===== src/rtl/acb_pkg.sv =====
// Shared types, constants and codes for the adaptive command batcher.
package acb_pkg;

  localparam int SLOTS_DEFAULT        = 16;
  localparam int PAYLOAD_BITS_DEFAULT = 64;
  localparam int QUEUE_DEPTH          = 2;

  localparam int WORD_BITS      = 64;
  localparam int IN_ID_BITS     = 8;
  localparam int RES_ID_BITS    = 4;
  localparam int THRESHOLD_BITS = 5;
  localparam int CFG_INDEX_BITS = 2;
  localparam int CFG_DATA_BITS  = 16;

  localparam logic        BATCH_ENABLE_RESET = 1'b1;
  localparam logic [7:0]  FLUSH_DROPS_RESET  = 8'd4;
  localparam logic [15:0] INTERVAL_RESET     = 16'd250;

  localparam logic KIND_COMMAND = 1'b0;
  localparam logic KIND_TICK    = 1'b1;

  typedef enum logic [CFG_INDEX_BITS-1:0] {
    REG_BATCH_ENABLE    = 2'd0,
    REG_FLUSH_DROPS     = 2'd1,
    REG_UPDATE_INTERVAL = 2'd2
  } acb_reg_e;

  typedef enum logic [1:0] {
    OP_TICK  = 2'd0,
    OP_PASS  = 2'd1,
    OP_BATCH = 2'd2
  } acb_op_e;

  typedef struct packed {
    logic                   kind;
    logic [IN_ID_BITS-1:0]  robot_id;
    logic [WORD_BITS-1:0]   command_word;
  } cmd_t;

  typedef struct packed {
    logic [RES_ID_BITS-1:0]    robot_id_res;
    logic [WORD_BITS-1:0]      command_word_res;
    logic                      last;
    logic                      forced;
    logic [THRESHOLD_BITS-1:0] threshold_now;
  } res_t;

  typedef struct packed {
    logic        batch_enable;
    logic [7:0]  flush_drops;
    logic [15:0] update_interval_ms;
  } acb_cfg_t;

  typedef struct packed {
    logic    valid;
    acb_op_e op;
  } acb_head_t;

endpackage


===== src/rtl/acb_front.sv =====
// Front end: classifies incoming items and holds them in a short queue.
module acb_front
  import acb_pkg::*;
#(
  parameter int SLOTS        = SLOTS_DEFAULT,
  parameter int PAYLOAD_BITS = PAYLOAD_BITS_DEFAULT
) (
  input  logic                      clk,
  input  logic                      rst,
  input  logic                      cmd_valid,
  output logic                      cmd_stall,
  input  cmd_t                      cmd,
  input  logic                      batch_enable,
  output acb_head_t                 head,
  output logic [$clog2(SLOTS)-1:0]  head_id,
  output logic [PAYLOAD_BITS-1:0]   head_word,
  input  logic                      head_pop
);

  localparam int IDW  = $clog2(SLOTS);
  localparam int PTRW = (QUEUE_DEPTH > 1) ? $clog2(QUEUE_DEPTH) : 1;
  localparam int CW   = $clog2(QUEUE_DEPTH + 1);

  acb_op_e                 q_op   [QUEUE_DEPTH];
  logic [IDW-1:0]          q_id   [QUEUE_DEPTH];
  logic [PAYLOAD_BITS-1:0] q_word [QUEUE_DEPTH];

  logic [PTRW-1:0] wr_ptr;
  logic [PTRW-1:0] rd_ptr;
  logic [CW-1:0]   count;

  acb_op_e op_in;
  logic    keep;
  logic    push;
  logic    pop;

  assign cmd_stall = (count == CW'(QUEUE_DEPTH));

  always_comb begin
    keep  = 1'b1;
    op_in = OP_TICK;
    if (cmd.kind == KIND_TICK) begin
      op_in = OP_TICK;
    end else begin
      keep  = (int'(cmd.robot_id) < SLOTS);
      op_in = batch_enable ? OP_BATCH : OP_PASS;
    end
  end

  assign push = cmd_valid && !cmd_stall && keep;
  assign pop  = head_pop && (count != '0);

  assign head.valid = (count != '0);
  assign head.op    = q_op[rd_ptr];
  assign head_id    = q_id[rd_ptr];
  assign head_word  = q_word[rd_ptr];

  always_ff @(posedge clk) begin
    if (push) begin
      q_op[wr_ptr]   <= op_in;
      q_id[wr_ptr]   <= cmd.robot_id[IDW-1:0];
      q_word[wr_ptr] <= cmd.command_word[PAYLOAD_BITS-1:0];
    end
  end

  always_ff @(posedge clk) begin
    if (rst) begin
      wr_ptr <= '0;
      rd_ptr <= '0;
      count  <= '0;
    end else begin
      if (push) begin
        wr_ptr <= (wr_ptr == PTRW'(QUEUE_DEPTH - 1)) ? '0 : wr_ptr + PTRW'(1);
      end
      if (pop) begin
        rd_ptr <= (rd_ptr == PTRW'(QUEUE_DEPTH - 1)) ? '0 : rd_ptr + PTRW'(1);
      end
      case ({push, pop})
        2'b10:   count <= count + CW'(1);
        2'b01:   count <= count - CW'(1);
        default: count <= count;
      endcase
    end
  end

endmodule


===== src/rtl/acb_back.sv =====
// Back end: slot buffer, drop and threshold logic, flush sequencer, result register.
module acb_back
  import acb_pkg::*;
#(
  parameter int SLOTS        = SLOTS_DEFAULT,
  parameter int PAYLOAD_BITS = PAYLOAD_BITS_DEFAULT
) (
  input  logic                      clk,
  input  logic                      rst,
  input  acb_cfg_t                  cfg,
  input  acb_head_t                 head,
  input  logic [$clog2(SLOTS)-1:0]  head_id,
  input  logic [PAYLOAD_BITS-1:0]   head_word,
  output logic                      head_pop,
  output logic                      res_valid,
  input  logic                      res_stall,
  output res_t                      res
);

  localparam int IDW = $clog2(SLOTS);
  localparam int TW  = $clog2(SLOTS + 1);

  typedef enum logic [1:0] {
    S_IDLE,
    S_READ,
    S_SEND
  } state_t;

  state_t                  state;
  logic [SLOTS-1:0]        filled;
  logic [SLOTS-1:0]        seen;
  logic [7:0]              drop_count;
  logic [TW-1:0]           fill_count;
  logic [TW-1:0]           seen_count;
  logic [TW-1:0]           threshold;
  logic [15:0]             ms_since_update;
  logic [SLOTS-1:0]        remaining;
  logic                    flush_forced;
  logic [IDW-1:0]          send_id;
  logic                    send_last;
  logic [PAYLOAD_BITS-1:0] rd_data;

  logic [PAYLOAD_BITS-1:0] slot_payloads [SLOTS];

  logic [SLOTS-1:0] slot_bit;
  logic             was_filled;
  logic             was_seen;
  logic [7:0]       drop_next;
  logic [SLOTS-1:0] filled_next;
  logic [SLOTS-1:0] seen_next;
  logic [TW-1:0]    fill_count_next;
  logic [TW-1:0]    seen_count_next;
  logic             drop_limit;
  logic             batch_full;
  logic             interval_up;
  logic             res_free;
  logic             res_load;
  logic             mem_write;
  logic             mem_read;
  logic [IDW-1:0]   first_idx;
  logic [SLOTS-1:0] remaining_after;

  assign slot_bit        = SLOTS'(1) << head_id;
  assign was_filled      = |(filled & slot_bit);
  assign was_seen        = |(seen & slot_bit);
  assign drop_next       = (was_filled && drop_count != 8'hFF) ? drop_count + 8'd1 : drop_count;
  assign filled_next     = filled | slot_bit;
  assign seen_next       = seen | slot_bit;
  assign fill_count_next = was_filled ? fill_count : fill_count + TW'(1);
  assign seen_count_next = was_seen ? seen_count : seen_count + TW'(1);
  assign drop_limit      = (drop_next >= cfg.flush_drops);
  assign batch_full      = (fill_count_next >= threshold);
  assign interval_up     = (ms_since_update >= cfg.update_interval_ms);

  assign res_free = !res_valid || !res_stall;
  assign head_pop = (state == S_IDLE) && head.valid && ((head.op != OP_PASS) || res_free);
  assign res_load = (head_pop && (head.op == OP_PASS)) || ((state == S_SEND) && res_free);

  assign mem_write = head_pop && (head.op == OP_BATCH);
  assign mem_read  = (state == S_READ);

  // lowest pending slot of the flush
  always_comb begin
    first_idx = '0;
    for (int i = SLOTS - 1; i >= 0; i--) begin
      if (remaining[i]) begin
        first_idx = IDW'(i);
      end
    end
  end

  assign remaining_after = remaining & ~(SLOTS'(1) << first_idx);

  always_ff @(posedge clk) begin
    if (mem_write) begin
      slot_payloads[head_id] <= head_word;
    end
    if (mem_read) begin
      rd_data <= slot_payloads[first_idx];
    end
  end

  always_ff @(posedge clk) begin
    if (rst) begin
      state           <= S_IDLE;
      filled          <= '0;
      seen            <= '0;
      drop_count      <= '0;
      fill_count      <= '0;
      seen_count      <= '0;
      threshold       <= '0;
      ms_since_update <= '0;
      remaining       <= '0;
      flush_forced    <= 1'b0;
      send_last       <= 1'b0;
      res_valid       <= 1'b0;
    end else begin
      if (res_load) begin
        res_valid <= 1'b1;
      end else if (!res_stall) begin
        res_valid <= 1'b0;
      end
      case (state)
        S_IDLE: begin
          if (head_pop) begin
            case (head.op)
              OP_TICK: begin
                if (ms_since_update != 16'hFFFF) begin
                  ms_since_update <= ms_since_update + 16'd1;
                end
              end
              OP_PASS: begin
                res <= '{robot_id_res:     RES_ID_BITS'(head_id),
                         command_word_res: WORD_BITS'(head_word),
                         last:             1'b1,
                         forced:           1'b0,
                         threshold_now:    THRESHOLD_BITS'(threshold)};
              end
              OP_BATCH: begin
                if (drop_limit || batch_full) begin
                  filled       <= '0;
                  fill_count   <= '0;
                  drop_count   <= '0;
                  remaining    <= filled_next;
                  flush_forced <= drop_limit;
                  state        <= S_READ;
                  if (drop_limit || interval_up) begin
                    threshold  <= seen_count_next;
                    seen       <= '0;
                    seen_count <= '0;
                    if (!drop_limit) begin
                      ms_since_update <= '0;
                    end
                  end else begin
                    seen       <= seen_next;
                    seen_count <= seen_count_next;
                  end
                end else begin
                  filled     <= filled_next;
                  fill_count <= fill_count_next;
                  drop_count <= drop_next;
                  seen       <= seen_next;
                  seen_count <= seen_count_next;
                end
              end
              default: ;
            endcase
          end
        end
        S_READ: begin
          send_id   <= first_idx;
          send_last <= (remaining_after == '0);
          remaining <= remaining_after;
          state     <= S_SEND;
        end
        S_SEND: begin
          if (res_free) begin
            res <= '{robot_id_res:     RES_ID_BITS'(send_id),
                     command_word_res: WORD_BITS'(rd_data),
                     last:             send_last,
                     forced:           flush_forced,
                     threshold_now:    THRESHOLD_BITS'(threshold)};
            state <= send_last ? S_IDLE : S_READ;
          end
        end
        default: state <= S_IDLE;
      endcase
    end
  end

`ifndef ASSERT_OFF
  a_fill_count: assert property (@(posedge clk) disable iff (rst)
    fill_count == TW'($countones(filled)))
    else $error("fill count out of step with filled slots");

  a_seen_count: assert property (@(posedge clk) disable iff (rst)
    seen_count == TW'($countones(seen)))
    else $error("seen count out of step with seen mask");

  a_read_pending: assert property (@(posedge clk) disable iff (rst)
    (state == S_READ) |-> (remaining != '0))
    else $error("slot read with nothing left to flush");

  a_flush_clear: assert property (@(posedge clk) disable iff (rst)
    (state != S_IDLE) |-> (filled == '0 && drop_count == '0))
    else $error("buffer not cleared during flush");
`endif

endmodule


===== src/rtl/adaptive_command_batcher_top.sv =====
// Top level of the adaptive command batcher: configuration registers and the two halves.
//
//  port group | direction | handshake            | payload
//  cmd        | in        | cmd_valid / cmd_stall | cmd_t  (kind, robot_id, command_word)
//  res        | out       | res_valid / res_stall | res_t  (id, word, last, forced, threshold)
//  cfg        | in        | cfg_write_en         | cfg_index, cfg_data
//
// Tick, pass-through and non-flushing commands are each taken from the queue in the back end's idle state.
// A flush then reads each filled slot and loads it into the result register, one slot after another.
// A two-item queue sits between front and back; cmd_stall rises only when it is full.
// res_stall holds the result register and the flush sequencer; reset clears state with no sweep.
module adaptive_command_batcher_top
  import acb_pkg::*;
#(
  parameter int SLOTS        = SLOTS_DEFAULT,
  parameter int PAYLOAD_BITS = PAYLOAD_BITS_DEFAULT
) (
  input  logic                      clk,
  input  logic                      rst,
  input  logic                      cmd_valid,
  output logic                      cmd_stall,
  input  cmd_t                      cmd,
  output logic                      res_valid,
  input  logic                      res_stall,
  output res_t                      res,
  input  logic                      cfg_write_en,
  input  logic [CFG_INDEX_BITS-1:0] cfg_index,
  input  logic [CFG_DATA_BITS-1:0]  cfg_data
);

  acb_cfg_t                  cfg;
  acb_head_t                 head;
  logic [$clog2(SLOTS)-1:0]  head_id;
  logic [PAYLOAD_BITS-1:0]   head_word;
  logic                      head_pop;

  always_ff @(posedge clk) begin
    if (rst) begin
      cfg.batch_enable       <= BATCH_ENABLE_RESET;
      cfg.flush_drops        <= FLUSH_DROPS_RESET;
      cfg.update_interval_ms <= INTERVAL_RESET;
    end else if (cfg_write_en) begin
      case (cfg_index)
        REG_BATCH_ENABLE:    cfg.batch_enable       <= cfg_data[0];
        REG_FLUSH_DROPS:     cfg.flush_drops        <= cfg_data[7:0];
        REG_UPDATE_INTERVAL: cfg.update_interval_ms <= cfg_data;
        default: ;
      endcase
    end
  end

  acb_front #(
    .SLOTS        (SLOTS),
    .PAYLOAD_BITS (PAYLOAD_BITS)
  ) u_front (
    .clk          (clk),
    .rst          (rst),
    .cmd_valid    (cmd_valid),
    .cmd_stall    (cmd_stall),
    .cmd          (cmd),
    .batch_enable (cfg.batch_enable),
    .head         (head),
    .head_id      (head_id),
    .head_word    (head_word),
    .head_pop     (head_pop)
  );

  acb_back #(
    .SLOTS        (SLOTS),
    .PAYLOAD_BITS (PAYLOAD_BITS)
  ) u_back (
    .clk       (clk),
    .rst       (rst),
    .cfg       (cfg),
    .head      (head),
    .head_id   (head_id),
    .head_word (head_word),
    .head_pop  (head_pop),
    .res_valid (res_valid),
    .res_stall (res_stall),
    .res       (res)
  );

endmodule


===== config.mk =====
export PLATFORM = sky130hd
export DESIGN_NAME = adaptive_command_batcher_top
export DESIGN_NICKNAME = d
export VERILOG_FILES = /design/src/rtl/acb_pkg.sv /design/src/rtl/acb_front.sv /design/src/rtl/acb_back.sv /design/src/rtl/adaptive_command_batcher_top.sv
export SDC_FILE = /design/constraint.sdc
export NUM_CORES = 1
export LEC_CHECK = 0
export BUFFER_PORTS_ARGS = -buffer_cell sky130_fd_sc_hd__buf_2
export CORE_MARGIN = 1
export CORE_UTILIZATION = 37
export DETAILED_ROUTE_END_ITERATION = 7
export SYNTH_ARGS = -nofsm -noshare
export SYNTH_HDL_FRONTEND = slang
export SYNTH_HIERARCHICAL = 1
export SYNTH_SLANG_ARGS = --single-unit

===== constraint.sdc =====
create_clock -name clk -period 19.8 [get_ports clk]
set_input_delay 0.99 -clock clk [delete_from_list [all_inputs] [get_ports clk]]
set_output_delay 0.99 -clock clk [all_outputs]
set_load 0.02 [all_outputs]

-- Yosys cells after proc, flatten, opt, wreduce, memory -nomap -nowiden
Memory sizes are Yosys's and may differ from the RTL's. A register that Yosys moved wholly into a read port is not among the register bits.
Index checks and enable logic that the tools add are counted.
- equality and inequality tests: 22
- bitwise logic cells: 7
- add/subtract/negate cells: 8
- order comparisons: 4
- reduce and logical (&&, ||, !) cells: 39
- mux-type cells: 63
- shift-type cells: 2
- operators with widths (cell ; number):
    two-way mux 75 bit ; 3
    two-way mux 16 bit ; 10
    one-hot mux 75 bit (2 select lines) ; 1
    two-way mux 4 bit ; 16
    one-hot mux 16 bit (2 select lines) ; 2
    AND 16 bit ; 3
    bitwise OR 16 bit ; 2
    OR reduction 16 bit ; 2
    << shifter 1 x 4 -> 16 bit (first input constant) ; 2
    two-way mux 5 bit ; 5
    adder 16 x 1 -> 16 bit (second input constant) ; 1
    greater-or-equal comparator 16 bit ; 1
    zero test 16 bit ; 1
    two-way mux 1 bit ; 16
    two-way mux 8 bit ; 2
    != test 16 bit (second input constant) ; 1
    inverter 16 bit ; 1
    two-way mux 2 bit ; 6
    != test 2 bit (second input constant) ; 6
    AND reduction 4 bit ; 3
    adder 5 x 1 -> 5 bit (second input constant) ; 2
    == test 2 bit (second input constant) ; 5
    != test 2 x 1 -> 1 bit (second input constant) ; 5
    AND reduction 5 bit ; 2
    other kinds (20) ; 47
- register bits: 200
- output and inout bits: 77
- input port bits: 96
- word-level logic and storage cells: 173
- bits in writable memories: 1164
- memories kept: 4
- memory list (memory ; words ; width ; read ports ; clocked after Yosys merged registers in ; wr ports ; line ; RTL):
    u_back.slot_payloads ; 16 ; 64 ; 1 ; 1 ; 1 ; acb_back.sv:43 ; logic [PAYLOAD_BITS-1:0] slot_payloads [SLOTS];
    u_front.q_word ; 2 ; 64 ; 1 ; 1 ; 1 ; acb_front.sv:26 ; logic [PAYLOAD_BITS-1:0] q_word [QUEUE_DEPTH];
    u_front.q_id ; 2 ; 4 ; 1 ; 1 ; 1 ; acb_front.sv:25 ; logic [IDW-1:0] q_id [QUEUE_DEPTH];
    u_front.q_op ; 2 ; 2 ; 1 ; 1 ; 1 ; acb_front.sv:24 ; acb_op_e q_op [QUEUE_DEPTH];

-- Logic depth before layout (Yosys ltp)
- word-level depth: 20
- mapped depth: 23
- gate-level depth less buffers: 17

-- Hierarchy
The synthesis kept the hierarchy.
- modules (own cells, without submodules) (module ; cells an instance ; seq. area each (µm²) ; times used ; area an instance (µm²)):
    acb_back ; 3661 ; 36885.4 ; 1 ; 49940.4
    acb_front ; 247 ; 4304.1 ; 1 ; 5273.8
    adaptive_command_batcher_top ; 110 ; 500.5 ; 1 ; 1101.1

-- Worst setup path before layout
OpenSTA, ideal clock, no wires.
- path type: input port to flip-flop
- from: input rst
- to: register, netlist name u_back/res[0]
- library setup time: 0.909 ns
- path buffers: 2
- slack: 5.797 ns
- data required time: 18.891 ns
- data arrival time: 13.094 ns
- stages on the path: 3
- cell sequence: clkbuf_1 -> clkbuf_1 -> a2111oi_0
- cells in the longest elaborated chain, start to end: 2
- RTL lines (item ; line ; RTL):
    from (decl) ; adaptive_command_batcher_top.sv:19 ; input logic rst,
    inverter 1 bit (no line) ; n/a ;
    AND reduction 5 bit (no line) ; n/a ;
Every way passes these cells.
A chain may end at the register's enable or synchronous reset.

==> summary.md <==
| Metric | Value |
|---|---|
| Area growth from synthesis to layout | `13.5%` |
| Setup tns final | `0 ns` |
| GRT busiest layer | `met2` |
| Cell variety after synth | `76` |
| CORE AREA | `0.150 sq mm` |
| Starting density of the core | `37.4%` |
| Vias in the first global route | `33600` |
| Outcome | `finished clean` |
| Placer Congestion | `0.842` |
| Post-Synthesis Cells | `4018` |
| DR iter-0 viols | `3181` |
| Yosys warning total | `6` |
| Share of cells above drive strength 1 | `14.7%` |
| Reg clk slew, reported paths | `0.06 ns` |
| CTS tree | `yes` |
| Synth Area per Inst | `14.0 sq um` |
| Met1 Use GR | `24.7%` |
| Sequential share of power | `42.3%` |
| RSZ-0062 raised after global routing | `false` |
| Crit-path cells | `buf_4, mux2_2, inv_1, nand2_1, o32ai_1, a21oi_1, a32oi_1, nand4_1, xnor2_1, ha_1, o21a_1, nor2_1, nor2_1, a21oi_2, a21o_1, a21oi_1, nor2_1, o21a_1` |
| Clk network pwr share | `31.9%` |
| Relative slew slack | `14.7%` |
| Async S/R FF share, synth | `0%` |
| Largest net degree at the start of global routing | `193` |
| Clock Tree Root | `clkbuf_16` |
| CP max stage delay | `0.96 ns` |
| Setup crit end kind | `register` |
| Die Ht | `392 um` |
| Hold slack | `0.397 ns` |
| H-Tree Level Count | `4` |
| Post-route ant nets | `0` |
| Slew at the pin closest to its max-slew limit | `1.28 ns` |
| Top-area cell type share of the netlist area | `69.7%` |
| Dpl hpwl | `74.5 mm` |
| Avg WL per Cell | `23.0 um` |
| Grt total ovfl | `0` |
| Global-route wire length before repair | `215 mm` |
| Crit-path max FO | `40` |
| Post-synth EDFFs | `1307` |
| Util after Layout | `42.5%` |
| I/O pins | `173` |
| Die Area | `0.154 sq mm` |
| Initial antenna violation count | `15` |
| Final min period | `7.48 ns` |
| Post-Syn Nets | `4148` |
| Drt first pass iters | `6` |
| Peak VDD IR | `0.000161 V` |
| Hold Vio Cnt, Final | `0` |
| Ys flop type | `edfxtp_1` |
| Die X | `392 um` |
| Area contributors post-synth | `edfxtp_1 (70%), nand2_1 (5.9%), dfxtp_1 (4.3%), mux2_2 (2.9%), a21oi_1 (2.1%)` |
| WP data required | `20.51 ns` |
| Slew Limit Fails | `0` |
| Met2 usage | `30.6%` |
| CTS Buffer Depth | `3` |
| GRT Util Overall | `18.7%` |
| PD cells | `131 mW/mm^2` |
| Worst Setup Slack, final | `12.32 ns` |
| Residual DRC | `0` |
| Port bufs | `172` |
| Post-synth top area cell | `edfxtp_1` |
| Net Sw Frac | `32.9%` |
| Slowest-stage cell, CP | `nor2_1` |
| Layout Nets | `4296` |
| Number of synthesized register bits | `1429` |
| Pre-CTS setup slack | `12.31 ns` |
| Sequential share of the synthesized area | `74.0%` |
| Worst skew pair latency | `0.78 ns` |
| P_leak | `21.6 nW` |
| Worst path arrival time | `8.19 ns` |
| Row Count | `142` |
| Total clock sinks | `1429` |
| Post-CTS setup buffers | `0` |
| Vias/cell | `5.39` |
| P_int | `0.00562 W` |
| Type of origin of the critical path | `register` |
| Vias | `34000` |
| Grt met3 use | `3.73%` |
| Clock buffer count from CTS | `150` |
| Most used cell, CP | `nor2_1` |
| Switch Pwr | `0.00276 W` |
| Final clock skew | `0.0218 ns` |
| Hold_buf cts | `0` |
| Cts repair resizes | `0` |
| Hold crit path type | `input pin to register` |
| Final Setup Violations | `0` |
| Gate power share | `25.8%` |
| Final wirelength | `145 mm` |
| Tcrit/Tclk final | `37.8%` |
| Highest Clock Rate | `0.134 GHz` |
| Max Cap Viol | `0` |
| Worst Path Class, Setup | `register to register` |
| Mapped Area | `0.0563 sq mm` |
cells by family (layout without fill, tap and decap cells):
kind of cell | Yosys count | after routing | share of synthesized area [%]
flip-flops | 1429 | 1429 | 74.0
AND/OR/NAND/NOR | 1410 | 1410 | 10.8
AO/OA/AOI/OAI | 604 | 604 | 7.19
buffers and inverters | 279 | 541 | 2.25
multiplexers | 240 | 240 | 4.61
adder cells (fa/ha/maj) | 34 | 34 | 0.755
XOR/XNOR | 22 | 22 | 0.342
other | 0 | 2 | 0
layout make-up:
cell class	instances	area [sq um]
clock inverter	70	537
sequential	1429	41700
clock buffer	196	4090
tap	2016	2520
inverter	47	193
multi-input combinational	2310	13600
timing repair buffer	228	1320
fill	13600	86600
antenna	2	5.00
per-layer routing:
metal,share of wire [%],vias to the layer above
li1,-,15400
met1,42,17100
met2,48,1185
met3,6.8,254
met4,2.7,26
met5,0.12,-
Yosys cell counts, types with 3 or more instances:
master,number
o21a_1,37
nor2b_1,12
nor2_1,105
dfxtp_1,122
ha_1,34
a31oi_1,70
a211o_1,3
nand3b_1,3
o31ai_1,13
o311ai_0,3
a211oi_1,16
mux2i_1,96
and2_1,3
nand3_1,220
o211ai_1,5
or3_1,13
nor3_1,15
and3_1,7
nor4_1,10
buf_1,3
clkbuf_1,130
nand2b_1,42
o21ai_0,44
xor2_1,8
buf_4,11
xnor2_1,14
buf_2,80
a221oi_1,48
nand4_1,75
nand2_1,883
a21o_1,8
a21oi_1,238
edfxtp_1,1307
and4_1,4
a2111oi_0,5
inv_1,44
a32oi_1,65
a22o_1,4
a22oi_1,3
or4_1,6
a221oi_2,15
or2_2,4
mux2_2,143
buf_6,6
flip-flops by register name, indices dropped and copies added, names as in the netlist, 5 cells and up, named ones only:
signal	cells
u_back/rd_data	64
u_back/filled	16
u_back/slot_payloads	1024
u_back/res	75
u_back/seen_count	5
u_back/ms_since_update	16
u_back/drop_count	8
u_back/fill_count	5
u_back/seen	16
cfg	25
u_front/q_id	8
u_front/q_word	128
u_back/threshold	5
u_back/remaining	16
cells in the final DEF (no fill, tap or decap), types with 65 or more instances in the layout:
cell	instances
nand2_1	881
a32oi_1	65
a31oi_1	70
dfxtp_1	121
a21oi_1	238
mux2i_1	96
edfxtp_1	1307
mux2_2	143
nor2_1	87
clkbuf_16	155
nand3_1	220
nand4_1	75
buf_2	172
critical path: cells and delay by family (launching register included):
| kind | cells | cell delay [ns] |
|---|---|---|
| flip-flops | 1 | 0.68 |
| AO/OA/AOI/OAI | 8 | 3.12 |
| buffers and inverters | 2 | 0.81 |
| XOR/XNOR | 1 | 0.22 |
| multiplexers | 1 | 0.57 |
| adder cells (fa/ha/maj) | 1 | 0.25 |
| AND/OR/NAND/NOR | 5 | 1.72 |
power groups by stage:
stage                     combinational [W]  clock [W]  sequential (W)
after CTS                           0.00217    0.00273         0.00355
after floorplan                     0.00146          0         0.00361
after global routing                0.00236    0.00285         0.00355
final                               0.00216    0.00267         0.00354
after detailed placement            0.00216          0         0.00361
after global placement              0.00214          0         0.00361
path summary, 6_finish.rpt:
kind	cells past startpoint	slack, ns	from	to
hold reg to reg	1	0.46	u_back/seen[9]$_SDFFE_PP0P_	u_back/seen[9]$_SDFFE_PP0P_
setup / recovery	18	12.32	register	u_back/seen[3]$_SDFFE_PP0P_
hold / removal	1	0.40	cmd[58]	u_front/q_word[0][58]$_DFFE_PP_
setup reg to reg	18	12.32	register	u_back/seen[3]$_SDFFE_PP0P_
through the flow:
step / instance area [sq um] / cells / total power (W)
2_1_floorplan: 56300 / 4018 / 0.00507
3_5_place_dp: 59300 / 6030 / 0.00577
3_3_place_gp: 59300 / 6030 / 0.00575
5_1_grt: 63900 / 6296 / 0.00876
6_report: 63900 / 6298 / 0.00838
4_1_cts: 63900 / 6296 / 0.00845
Power figures use the tool's default switching activity.
